$ cat src/hw/rtl/dsc_prefix_or.sv
// ----------------------------------------------------------------------------
// dsc_prefix_or - log-depth prefix OR
// Bit i of the result is set when any hit at or below slot i is set.
// ----------------------------------------------------------------------------
`default_nettype none

module dsc_prefix_or #(
	parameter int N = 128
) (
	input  wire logic [N-1:0] bits_in,
	output logic      [N-1:0] bits_out
);

	localparam int LV = (N > 1) ? $clog2(N) : 1;

	logic [N-1:0] lvl [LV+1];

	assign lvl[0] = bits_in;

	for (genvar l = 0; l < LV; l++) begin : g_lvl
		for (genvar i = 0; i < N; i++) begin : g_bit
			if (i >= (1 << l)) begin : g_or
				assign lvl[l+1][i] = lvl[l][i] | lvl[l][i-(1 << l)];
			end else begin : g_pass
				assign lvl[l+1][i] = lvl[l][i];
			end
		end
	end

	assign bits_out = lvl[LV];

endmodule

`default_nettype wire

$ cat config.mk
export PLATFORM = sky130hd
export DESIGN_NAME = dsc_prefix_or
export DESIGN_NICKNAME = d
export VERILOG_FILES = /design/src/hw/rtl/dsc_prefix_or.sv
export SDC_FILE = /design/constraint.sdc
export NUM_CORES = 1
export LEC_CHECK = 0
export BUFFER_PORTS_ARGS = -buffer_cell sky130_fd_sc_hd__buf_4
export CORE_AREA = 3 3 97 99
export DETAILED_ROUTE_END_ITERATION = 16
export DIE_AREA = 0 0 100 102
export PLACE_DENSITY_LB_ADDON = 0.15
export SYNTH_ARGS = -nofsm -noshare
export SYNTH_HDL_FRONTEND = slang
export SYNTH_SLANG_ARGS = --single-unit
export TNS_END_PERCENT = 1
$ cat constraint.sdc
create_clock -name vclk -period 2.4
set_input_delay 0.12 -clock vclk [all_inputs]
set_output_delay 0.12 -clock vclk [all_outputs]
set_load 0.02 [all_outputs]
# Word level (Yosys, flattened, before mapping)
# Index checks and enable logic that the tools add are counted.
[word_totals]
wordCells = 769
regBits = 0
output_inout_bits = 128
[op_classes]
bitwise = 769
[ops]
columns = ["operator", "n"]
rows = [
  ["OR 1 bit", 769],
]

# Logic depth before layout (Yosys ltp)
[depth]
word_depth = 7
depth_mapped = 7

# Least setup slack after synthesis
# Ideal clock, no wire load.
[synth_timing]
path_type = "input port to output port"
startpoint = "in bits_in[0]"
endpoint = "out bits_out[22]"
required_ps = 2280
path_slack_ps = 88
cell_stages = 6
n_path_buf = 1
t_arrival_ps = 2192
path_cell_list = "or4_4 and4b_1 buf_6 nand2_1 or3_1 or3_1"
[synth_between]
elab_chain_cells = 3
[synth_rtl]
columns = ["item", "line_no", "source"]
rows = [
  ["start: declaration", "10", "input wire logic [N-1:0] bits_in,"],
  ["OR 1 bit (3 in series)", "23", "assign lvl[l+1][i] = lvl[l][i] | lvl[l][i-(1 << l)];"],
  ["end: declaration", "11", "output logic [N-1:0] bits_out"],
]
# Every way passes these cells.

# Final worst setup path
# Ends and elaborated chain as after synthesis.

==> results.json <==
{
  "yosysWarnings": 0,
  "fin_crit_sh": 0.966,
  "crit_fanout": 4,
  "syn2layout_area_growth_pct": 121,
  "core_area_um2": 8640,
  "via_per_inst": 5.02,
  "setup_viol": 0,
  "synth_cell_types": 35,
  "met2_length_um": 5950,
  "dp_slack_ps": 26.5,
  "die_height_um": 102,
  "overflow": 0,
  "antenna_found_initial": 0,
  "io_pins": 256,
  "syn_inst": 326,
  "finalWirelength_um": 11500,
  "holdBufCountCts": 0,
  "synth.yosys.seq_area_share": 0,
  "grt_max_degree": 21,
  "power.leakage_nw": 1.64,
  "initial_core_util": 0.216,
  "power_density_nw_per_um2": 70.3,
  "dieArea_um2": 10200,
  "setup_slack_ps": 82.6,
  "grt_usage": 0.200,
  "met3_length_um": 1110,
  "worstHoldPathType": "in2out",
  "rsz0062_at_grt": "yes",
  "cp-start-kind": "input pin",
  "gp_congestion": 0.861,
  "ir_drop_mv": 0.0440,
  "io_buffers": 256,
  "synth_fp_nets": 454,
  "ant_nets": 0,
  "final_area_um2": 4120,
  "wl_met1_um": 4400,
  "rows": 34,
  "highest_layer": "met4",
  "cap_viol_max_count": 0,
  "status": "completed",
  "nets": 730,
  "seq_area_um2": 0,
  "tightest_slew_ps": 635,
  "grt_pass1_wl_um": 16800,
  "timing.final.crit_period_ps": 2320,
  "whs_path_depth": 2,
  "drc": 0,
  "layout-drive-gt1-share": 0.522,
  "end_kind": "primary output",
  "synth_area_per_cell_um2": 5.72,
  "die_x_um": 100,
  "hp-start": "bits_in[0]",
  "n_antenna_cell": 0,
  "synth_area_um2": 1860,
  "crit_required_ps": 2280,
  "path_class": "in2out",
  "drt-initial-drc-count": 93,
  "design.seq.count": 0,
  "max_freq_mhz": 432,
  "cp_data_arrival_time_ps": 2200,
  "avgRoutedWirePerCell_um": 16.2,
  "relSlewSlack": 0.573,
  "maxSlewViolCount": 0,
  "post-route-util": 0.477,
  "post_dp_cell_area_um2": 4100,
  "finalHoldViolCount": 0,
  "dp_hpwl_um": 10300,
  "whs_endpoint": "bits_out[0]",
  "grt_pass1_vias": 3409,
  "dr.pass1.iters": 4,
  "via_count": 3554,
  "nClkBuffers": 0
}
-- placed cells by master, fill, tap and decap left out, types with 5 or more instances in the layout --
cell / count
or2_2: 13
nor4b_1: 5
nor3_1: 27
nand2b_1: 5
or3_1: 11
nor2_1: 57
inv_1: 17
nand4_1: 16
nand2_1: 48
nand3b_1: 7
nor4_1: 21
nand3_1: 34
buf_4: 279
or4_1: 20
-- cell families after synthesis --
group,count (synthesis),synth area share
simple gates,301,0.940
buf+inv,25,0.0597
-- metrics by stage --
stage	setup TNS [ps]	hold WS (ps)	power [W]	cells
global route	-26.6	477	0.000316	708
floorplan	0	353	0.0000591	326
global placement	0	465	0.000283	708
detailed placement	0	470	0.000287	708
finish	0	468	0.000290	708
CTS	0	471	0.000289	708
-- cells in the mapped netlist (2+ instances only) --
master    count  area, µm²
and4_1        4       35.0
nand4b_1      4       35.0
nor2_1       57        214
nor3_1       27        135
and2_1        2       12.5
and3_1        3       18.8
clkbuf_1      2       7.51
or2_2        13       81.3
nand3b_1      7       52.6
nor4_4        4       85.1
nand3_1      34        170
nand4_1      16        100
or3_1        12       75.1
nor3b_1       3       22.5
inv_1        17       63.8
or4_1        20        150
or4_4         2       22.5
nor4b_1       6       52.6
nand3_4       2       35.0
nor4_1       22        138
buf_2         2       10.0
nand2b_1      5       31.3
nand2_1      48        180
and4b_1       2       20.0
buf_4         2       15.0
-- worst max-delay path by stage --
stage	start	end	slack, ps	cells past startpoint
3_3_place_gp	bits_in[0]	bits_out[47]	60	8
6_report	bits_in[0]	bits_out[22]	80	8
5_1_grt	bits_in[0]	bits_out[122]	-10	9
4_1_cts	bits_in[0]	bits_out[22]	20	8
2_1_floorplan	bits_in[0]	bits_out[22]	90	6
3_5_place_dp	bits_in[0]	bits_out[22]	30	8
-- layer usage --
layer / vias up / track usage
met5: - / 0
met4: 0 / 0.00622
met3: 2 / 0.0382
met2: 156 / 0.389
met1: 1617 / 0.240
li1: 1779 / -
-- timing repair --
item | CTS | global route
setup buffers | 0 | 0
gates resized for setup | 0 | 5
setup endpoints to repair | 0 | 27
-- critical path: stages --
cell and delay (ps):
buf_4 120, or4_4 560, and4b_2 360, buf_4 130, nand2_1 70, or3_4 340
or3_1 320, buf_4 170
-- area by class of cell --
| cell class | count | area (µm²) |
|---|---|---|
| Tap cell | 108 | 135 |
| Inverter | 18 | 67.6 |
| Fill cell | 923 | 4510 |
| Multi-Input combinational cell | 301 | 1790 |
| Timing Repair Buffer | 281 | 2130 |
-- power breakdown --
part	internal, W	leakage, nW	switching, W
logic	0.000168	1.64	0.000122
registers	0	0	0
clock network	0	0	0
Note: power is estimated with default switching activity, not from simulation.
