$ cat config.mk
export PLATFORM = sky130hd
export DESIGN_NAME = dsc_cell
export DESIGN_NICKNAME = d
export VERILOG_FILES = /design/src/hw/rtl/dsc_pkg.sv /design/src/hw/rtl/dsc_cell.sv
export SDC_FILE = /design/constraint.sdc
export NUM_CORES = 1
export LEC_CHECK = 0
export ABC_AREA = 1
export BUFFER_PORTS_ARGS = -buffer_cell sky130_fd_sc_hd__buf_2
export CAP_MARGIN = 20
export CORE_ASPECT_RATIO = 1.4
export CORE_MARGIN = 2
export CORE_UTILIZATION = 26
export CTS_CLUSTER_DIAMETER = 150
export CTS_CLUSTER_SIZE = 25
export DETAILED_ROUTE_END_ITERATION = 10
export PLACE_DENSITY = 0.62
export SLEW_MARGIN = 40
export SYNTH_ARGS = -nofsm -noshare
export SYNTH_HDL_FRONTEND = slang
export SYNTH_SLANG_ARGS = --single-unit
$ cat constraint.sdc
create_clock -name clk -period 2.9 [get_ports clk]
set_input_delay 0.58 -clock clk [delete_from_list [all_inputs] [get_ports clk]]
set_output_delay 0.58 -clock clk [all_outputs]
set_load 0.02 [all_outputs]
$ cat src/hw/rtl/dsc_pkg.sv
// ----------------------------------------------------------------------------
// dsc_pkg - shared types for the deduplicating ordered set
// Item structs, operation and status codes, entry layout.
// ----------------------------------------------------------------------------
`default_nettype none

package dsc_pkg;

	localparam int ENTRY_W = 17;

	typedef enum logic [2:0] {
		OP_INSERT   = 3'd0,
		OP_ERASE_H  = 3'd1,
		OP_ERASE_I  = 3'd2,
		OP_CONTAINS = 3'd3,
		OP_CLEAR    = 3'd4,
		OP_READ     = 3'd5
	} op_t;

	typedef enum logic [1:0] {
		ST_OK        = 2'd0,
		ST_FULL      = 2'd1,
		ST_BAD_INDEX = 2'd2
	} status_t;

	typedef enum logic [1:0] {
		FSM_IDLE,
		FSM_EVAL,
		FSM_APPLY
	} fsm_t;

	typedef struct packed {
		logic [2:0] operation;
		logic [6:0] item_handle;
		logic [4:0] loc_x;
		logic [4:0] loc_y;
		logic [6:0] position;
	} in_item_t;

	typedef struct packed {
		logic       found;
		logic [7:0] set_count;
		logic [6:0] entry_handle;
		logic [4:0] entry_x;
		logic [4:0] entry_y;
		logic [1:0] status;
	} out_item_t;

	// Command broadcast to every cell: evaluate enable, and write/shift for the apply cycle
	typedef struct packed {
		logic               eval_en;
		logic               write_en;
		logic               shift_en;
		logic [ENTRY_W-1:0] new_entry;
	} cell_cmd_t;

endpackage

`default_nettype wire

$ cat src/hw/rtl/dsc_cell.sv
// ----------------------------------------------------------------------------
// dsc_cell - one slot of the set
// Holds one entry, compares it against the current item, and on erase
// takes its upper neighbor's entry to close the gap.
// ----------------------------------------------------------------------------
`default_nettype none

module dsc_cell #(
	parameter int CNT_W = 8,
	parameter int IDX   = 0
) (
	input  wire logic                        clk,
	input  wire dsc_pkg::in_item_t           item,
	input  wire logic [CNT_W-1:0]            count,
	input  wire dsc_pkg::cell_cmd_t          cmd,
	input  wire logic                        shift_sel,
	input  wire logic [dsc_pkg::ENTRY_W-1:0] upper_entry,
	output logic [dsc_pkg::ENTRY_W-1:0]      entry_q,
	output logic                             hit_q,
	output logic [dsc_pkg::ENTRY_W-1:0]      rd_q
);

	localparam int WW = (CNT_W > 7) ? CNT_W : 7;

	logic slot_valid;
	logic pos_match;
	logic hit;

	assign slot_valid = CNT_W'(IDX) < count;
	assign pos_match  = WW'(item.position) == WW'(IDX);

	always_comb begin
		unique case (dsc_pkg::op_t'(item.operation)) inside
			dsc_pkg::OP_INSERT, dsc_pkg::OP_CONTAINS:
				hit = slot_valid && (entry_q[9:0] == {item.loc_x, item.loc_y});
			dsc_pkg::OP_ERASE_H:
				hit = slot_valid && (entry_q[16:10] == item.item_handle);
			dsc_pkg::OP_ERASE_I, dsc_pkg::OP_READ:
				hit = slot_valid && pos_match;
			default:
				hit = 1'b0;
		endcase
	end

	always_ff @(posedge clk) begin
		if (cmd.eval_en) begin
			hit_q <= hit;
			rd_q  <= hit ? entry_q : '0;
		end
		if (cmd.write_en && (CNT_W'(IDX) == count)) begin
			entry_q <= cmd.new_entry;
		end else if (cmd.shift_en && shift_sel) begin
			entry_q <= upper_entry;
		end
	end

endmodule

`default_nettype wire

# == Word-level counts from Yosys, hierarchy flattened ==
# Index checks and enable logic that the tools add are counted.
# word_totals
register_bits,35
latchBits,0
ramBits,0
romBits,0
input_bits,74
output_inout_bits,35
elab_cells,24
memories,0
# classes
addsub,0
multipliers,0
div,0
order_cmp,1
eq_ne,6
n_shift,0
muxes,3
n_bitwise,0
reduce_logical,11
# ops
cell,count
17-bit 2-to-1 mux,2
10-bit == test,1
8-bit logical NOT,1
"1-bit by 8-bit < comparator with 1-bit output, first input constant",1
7-bit == test,1
7-bit logical NOT,1
"3-bit by 2-bit == test with 1-bit output, second input constant",2
1-bit logical AND,5
2-bit OR reduction,2
"3-bit by 1-bit == test with 1-bit output, second input constant",1
"3-bit == test, second input constant",1
3-bit logical NOT,1
1-bit one-hot mux with 3 select lines,1
2-bit nonzero test,1

# == Logic depth before layout (Yosys ltp) ==
# Gate-level depths: netlist of run 1.
# logic_depth
word_depth,3
depth_mapped,11
ltp_nobuf,10

# == Worst setup path before layout of run 1 ==
# Ideal clock, no wire load.
# synth_timing
path_type,input to register
start,input port count[3]
end,register entry_q[0] (netlist bit) (enable)
setup_ns,0.373
arrival_ns,1.537
required_ns,2.527
setup_slack_ns,0.989
cell_stages,6
path_buffers,1
cell_sequence,nor2_1 > nand2_1 > nor2_2 > nand2_4 > buf_6 > nand2_1
# synth_between
elab_chain_cells,3
# synth_lines
item,line,text
from (decl),dsc_cell.sv:14,"input wire logic [CNT_W-1:0] count,"
8-bit logical NOT,dsc_cell.sv:50,if (cmd.write_en && (CNT_W'(IDX) == count)) begin
1-bit logical AND,dsc_cell.sv:50,
2-bit nonzero test (no line),--,
to (signal assigned),dsc_cell.sv:51,entry_q <= cmd.new_entry;
to (signal assigned),dsc_cell.sv:53,entry_q <= upper_entry;
to (decl),dsc_cell.sv:18,"output logic [dsc_pkg::ENTRY_W-1:0] entry_q,"
# No other way between the ends.
# A chain may end at the register's enable or synchronous reset.

# == Worst setup path in the final report of run 1 ==
# layout_timing
start,input port count[3]
end,register entry_q[10] (netlist bit) (enable)
# The elaborated chain is that of the path after synthesis.

==> metrics.yaml, run 1 <==
setup_path:
  max_stage_delay_ns: 0.49
  crit_chain: "buf_2 > nor2_1 > nand2_1 > nor2_2 > nand2_4 > nand2_1"
  arrival_ns: 1.56
  reg2reg_slack_ns: 1.26
  worstSetupPathType: "in -> reg"
  start_kind: "input pin"
  cp_common_cell: "nand2_1"
  cp-end-kind: "flop"
  slowest_stage: "nand2_1"
  crit_required_ns: 2.81
  cp_max_fo: 17
yosys:
  synthArstFlopShare: 0
  synthCells: 185
  syn_avg_cell_area_um2: 10.4
  synth-simple-area-share: 0.224
  muxShareOfSynthArea: 0.117
  synth_nets: 259
  synth_xor_area_frac: 0.0228
  ys_seq_elements: 35
  synth_most_common_cell: "nand2_1"
  seq_area_frac_synth: 0.547
  synth_fa_ha_area_frac: 0
  synth_edf_count: 35
  synth_top_family_by_area: "simple AND/OR/NAND/NOR gates"
  yosysWarnings: 0
  ys_types: 18
  synth_compound_area_frac: 0.00520
  yosysTopAreaCell: "edfxtp_1"
  synth_area_um2: 1920
  ys_top_cells_by_area: "edfxtp_1 55%, nand2_1 8.8%, mux2_4 7.0%"
  synthFlopType: "edfxtp_1"
  synth_top_cell_area_share: 0.547
  synthTopCellsByCount: "45 x nand2_1, 35 x edfxtp_1, 34 x inv_1, 25 x nor2_1"
sta:
  finalClockSkew_ns: 0.00338
  worst-slew-pin-transition_ns: 0.660
  setup_viol: 0
  worst_slack_ns: 1.25
  worst_hold_slack_ns: 0.599
  slew_viol_final: 0
  slew-limit-headroom: 0.559
  rsz0062_at_grt: "false"
  tns_ns: 0
  min_period_ns: 1.65
  finalHoldViolations: 0
  fmax_mhz: 606
  period_share: 0.569
clock_network:
  post_cts_resized: 0
  numCtsBuffers: 5
  cts_max_path_buffers: 2
  clk_latency_ns: 0.28
  cts_setup_buffers: 0
  holdBufCountCts: 0
  cts_root_buf: "clkbuf_8"
  cts_num_sinks: 35
  htreeDepth: 2
  clkTransAtPathRegs_ns: 0.06
  cts_tree: "done"
cells_and_area:
  antenna_cells: 0
  seq_area_um2: 1050
  multiInputGateArea_um2: 709
  fin_area_um2: 2630
  fin_cells: 395
  nets: 373
  final_util: 0.362
  synthToLayoutAreaGrowth_pct: 37.0
  nFillCells: 753
  drive_above_1_share: 0.490
power:
  ir_drop_mv: 0.169
  p_leak_nw: 1.37
  p_per_area_nw_per_um2: 416
  power_mw: 1.09
global_routing:
  grt-ovfl-total: 0
  antenna_found_initial: 0
  grt_max_degree: 19
  grt_pass1_vias: 1512
  track_usage: 0.112
  grt_pass1_wl_um: 7040
placed_design:
  pre_cts_ws_ns: 0.929
  dp_hpwl_um: 3640
  io_buffers: 108
  dpl_cell_area_um2: 2560
  place_congestion: 0.779
  dp.cells: 389
route:
  ant_nets: 0
  first_pass_iters: 5
  route.detailed.drc: 0
  num_vias: 1496
  detail_route.wl_per_cell_um: 10.7
  routed_wl_um: 4240
  drtIter0Drc: 53
  vias_per_cell: 3.79
die:
  io_pins: 109
  die_w_um: 76.7
  coreArea_um2: 7270
  dieArea_um2: 8110
  row_count: 37
  initial_core_util: 0.265
  die_h_um: 106
flow_run:
  maxCapViolCount: 0
hold_path:
  hp-class: "in -> reg"
status:
  status: "finished, final reports clean"
==> final timing paths <==
check | startpoint | end | cells past startpoint
max | count[3] | entry_q[10] | 6
min | cmd[9] | entry_q[9] | 2
max reg2reg | entry_q[13] | hit_q | 10
min reg2reg | entry_q[6] | rd_q[6] | 2
==> report_power, final <==
group / leakage [nW] / internal (mW) / total [mW] / switching [mW]
Sequential: 0.353 / 0.583 / 0.600 / 0.0168
Clock: 0.0371 / 0.160 / 0.310 / 0.150
Combinational: 0.985 / 0.0842 / 0.185 / 0.101
==> state kept, by name, summed over array words and instances (netlist names) <==
signal and count:
entry_q 17, hit_q 1, rd_q 17
==> cell type report <==
type,count,area share
multi-input combinational,113,0.269
sequential,35,0.399
tap,97,0.0461
clock buffer,6,0.0276
timing repair buffer,109,0.208
inverter,35,0.0499
==> critical path, delay by kind of cell <==
kind / cells / cell delay (ns)
buffers and inverters: 1 / 0.10
and+or+nand+nor: 5 / 0.88
==> logic make-up after synthesis <==
logic type	count (synthesis)
and+or+nand+nor	89
buffers and inverters	37
DFF	35
muxes	17
xor gates and xnor gates	5
AOI/OAI and AO/OA	2
==> metal layers <==
| metal | wire, um | global-route usage | vias up |
|---|---|---|---|
| met1 | 1620 | 0.118 | 633 |
| met5 | 0 | 0 | - |
| li1 | - | - | 804 |
| met2 | 2290 | 0.205 | 54 |
| met3 | 244 | 0.0308 | 5 |
| met4 | 75 | 0.0468 | 0 |
==> cells in the final DEF (no fill, tap or decap), drive strengths merged <==
cell,instances
inv,35
nand2,48
a21oi,1
xnor2,5
clkbuf,6
o21ai,1
edfxtp,35
buf,109
nor3,1
nor2,36
nand3,4
mux2,17
No activity file was read; power rests on OpenSTA's default activity.
==> run 2, diff against run 1 <==
Clock period 2.9 ns to 1.7 ns, I/O delays scaled along.
==> metrics.yaml, run 2 (synthesis gave the netlist of run 1 again) <==
clock_network:
  clkTransAtPathRegs_ns: 0.06
  cts_max_path_buffers: 2
  holdBufCountCts: 0
  clk_latency_ns: 0.28
  htreeDepth: 2
  cts_root_buf: "clkbuf_8"
  numCtsBuffers: 5
  cts_tree: "done"
  cts_num_sinks: 35
placed_design:
  place_congestion: 0.786
  dp_hpwl_um: 3810
  dpl_cell_area_um2: 2590
  io_buffers: 108
die:
  die_h_um: 106
  die_w_um: 76.7
  initial_core_util: 0.265
  coreArea_um2: 7270
  io_pins: 109
  dieArea_um2: 8110
  row_count: 37
sta:
  slew-limit-headroom: 0.739
  worst-slew-pin-transition_ns: 0.392
  setup_viol: 0
  tns_ns: 0
  finalClockSkew_ns: 0.00351
  fmax_mhz: 622
  finalHoldViolations: 0
  slew_viol_final: 0
  period_share: 0.945
  rsz0062_at_grt: "false"
  min_period_ns: 1.61
power:
  p_per_area_nw_per_um2: 701
  ir_drop_mv: 0.326
  p_leak_nw: 1.40
route:
  drtIter0Drc: 51
  route.detailed.drc: 0
  vias_per_cell: 3.85
  first_pass_iters: 4
  detail_route.wl_per_cell_um: 11.0
  routed_wl_um: 4380
  num_vias: 1537
  ant_nets: 0
flow_run:
  maxCapViolCount: 0
setup_path:
  cp_max_fo: 18
  cp-startpoint: "entry_q[15]"
  crit_buf_inv: 2
  crit_family: "simple AND/OR/NAND/NOR gates"
  slowest_stage: "edfxtp_1"
  r2r_end: "rd_q[16]"
  reg2reg_depth: 11
  start_kind: "flop"
  cp.depth: 11
  crit_required_ns: 1.73
  cp_common_cell: "nor2_1"
  reg2reg_slack_ns: 0.09
  arrival_ns: 1.64
  crit_chain: "inv_1 > nand2_1 > nand2_1 > nor2_1 > nand2_1 > nor2_1 > nor2_1 > nand2_2 > nand2_4 > buf_12 > nor2_1"
  worstReg2RegStart: "entry_q[15]"
  worstSetupPathType: "reg -> reg"
  max_stage_delay_ns: 0.41
  cp-end-kind: "flop"
  crit_path_end: "rd_q[16]"
cells_and_area:
  synthToLayoutAreaGrowth_pct: 39.7
  drive_above_1_share: 0.497
  top_regs: "entry_q: 17 flops, rd_q: 17 flops, hit_q: 1 flops"
  final_common_cell: "buf_2"
  nets: 376
  antenna_cells: 0
  fin_area_um2: 2690
  layout_common_cells: "108 x buf_2, 45 x nand2_1, 35 x edfxtp_1, 34 x inv_1, 25 x nor2_1"
  nFillCells: 771
global_routing:
  grt_max_degree: 19
  grt-ovfl-total: 0
  track_usage: 0.114
  grt_pass1_wl_um: 7130
  antenna_found_initial: 0
  grt_pass1_vias: 1548
status:
  status: "finished, final reports clean"
hold_path:
  hp-class: "in -> reg"
  min-delay-start: "cmd[9]"
==> run 2: cell count changes in the layout (fill, tap and decap cells not counted) <==
cell	delta
clkbuf_1	-1
buf_4	+1
clkinv_2	+1
clkinv_1	+1
buf_12	+2
==> run 2: layout make-up <==
class                           instances  area, um2  area share
Clock inverter                          2       8.76     0.00326
Multi-Input combinational cell        113        709       0.264
Tap cell                               97        121      0.0452
Inverter                               35        131      0.0489
Timing Repair Buffer                  112        596       0.222
Clock buffer                            5       68.8      0.0256
Sequential cell                        35       1050       0.391
==> run 2: worst min path at each step <==
stage                  end  slack (ns)  depth (start not counted)
2_1_floorplan        hit_q        0.45                          0
3_3_place_gp       rd_q[0]        0.62                          2
3_5_place_dp       rd_q[0]        0.63                          2
4_1_cts         entry_q[9]        0.35                          2
5_1_grt        entry_q[16]        0.35                          2
6_report        entry_q[9]        0.36                          2
==> run 2: through the flow <==
stage                     std cells   util  power (mW)  hold slack [ns]  setup WS [ns]
final                           399  0.370        1.88            0.357         0.0936
after global routing            399  0.370        1.98            0.348        0.00240
after CTS                       397  0.368        1.91            0.351         0.0786
after detailed placement        390  0.357        1.37            0.633         0.0761
after global placement          390  0.357        1.36            0.617         0.0945
after floorplan                 185      -        1.20            0.452         0.0291
==> run 2: what timing repair did <==
action,in CTS,in global routing
gates resized for setup,0,0
buffers inserted,0,2
endpoints found under the setup margin,0,3
==> run 2: routing by layer <==
metal  GRT usage  up-vias  share of wire
li1            -      810              -
met1       0.111      660           0.34
met2       0.220       58           0.57
met3      0.0334        9          0.065
met4      0.0481        0          0.023
met5           0        -              0
==> run 2: report_power, final <==
group / total (mW) / internal, mW / switching (mW)
clock: 0.531 / 0.272 / 0.259
sequential: 1.02 / 0.994 / 0.0278
combinational: 0.329 / 0.152 / 0.177
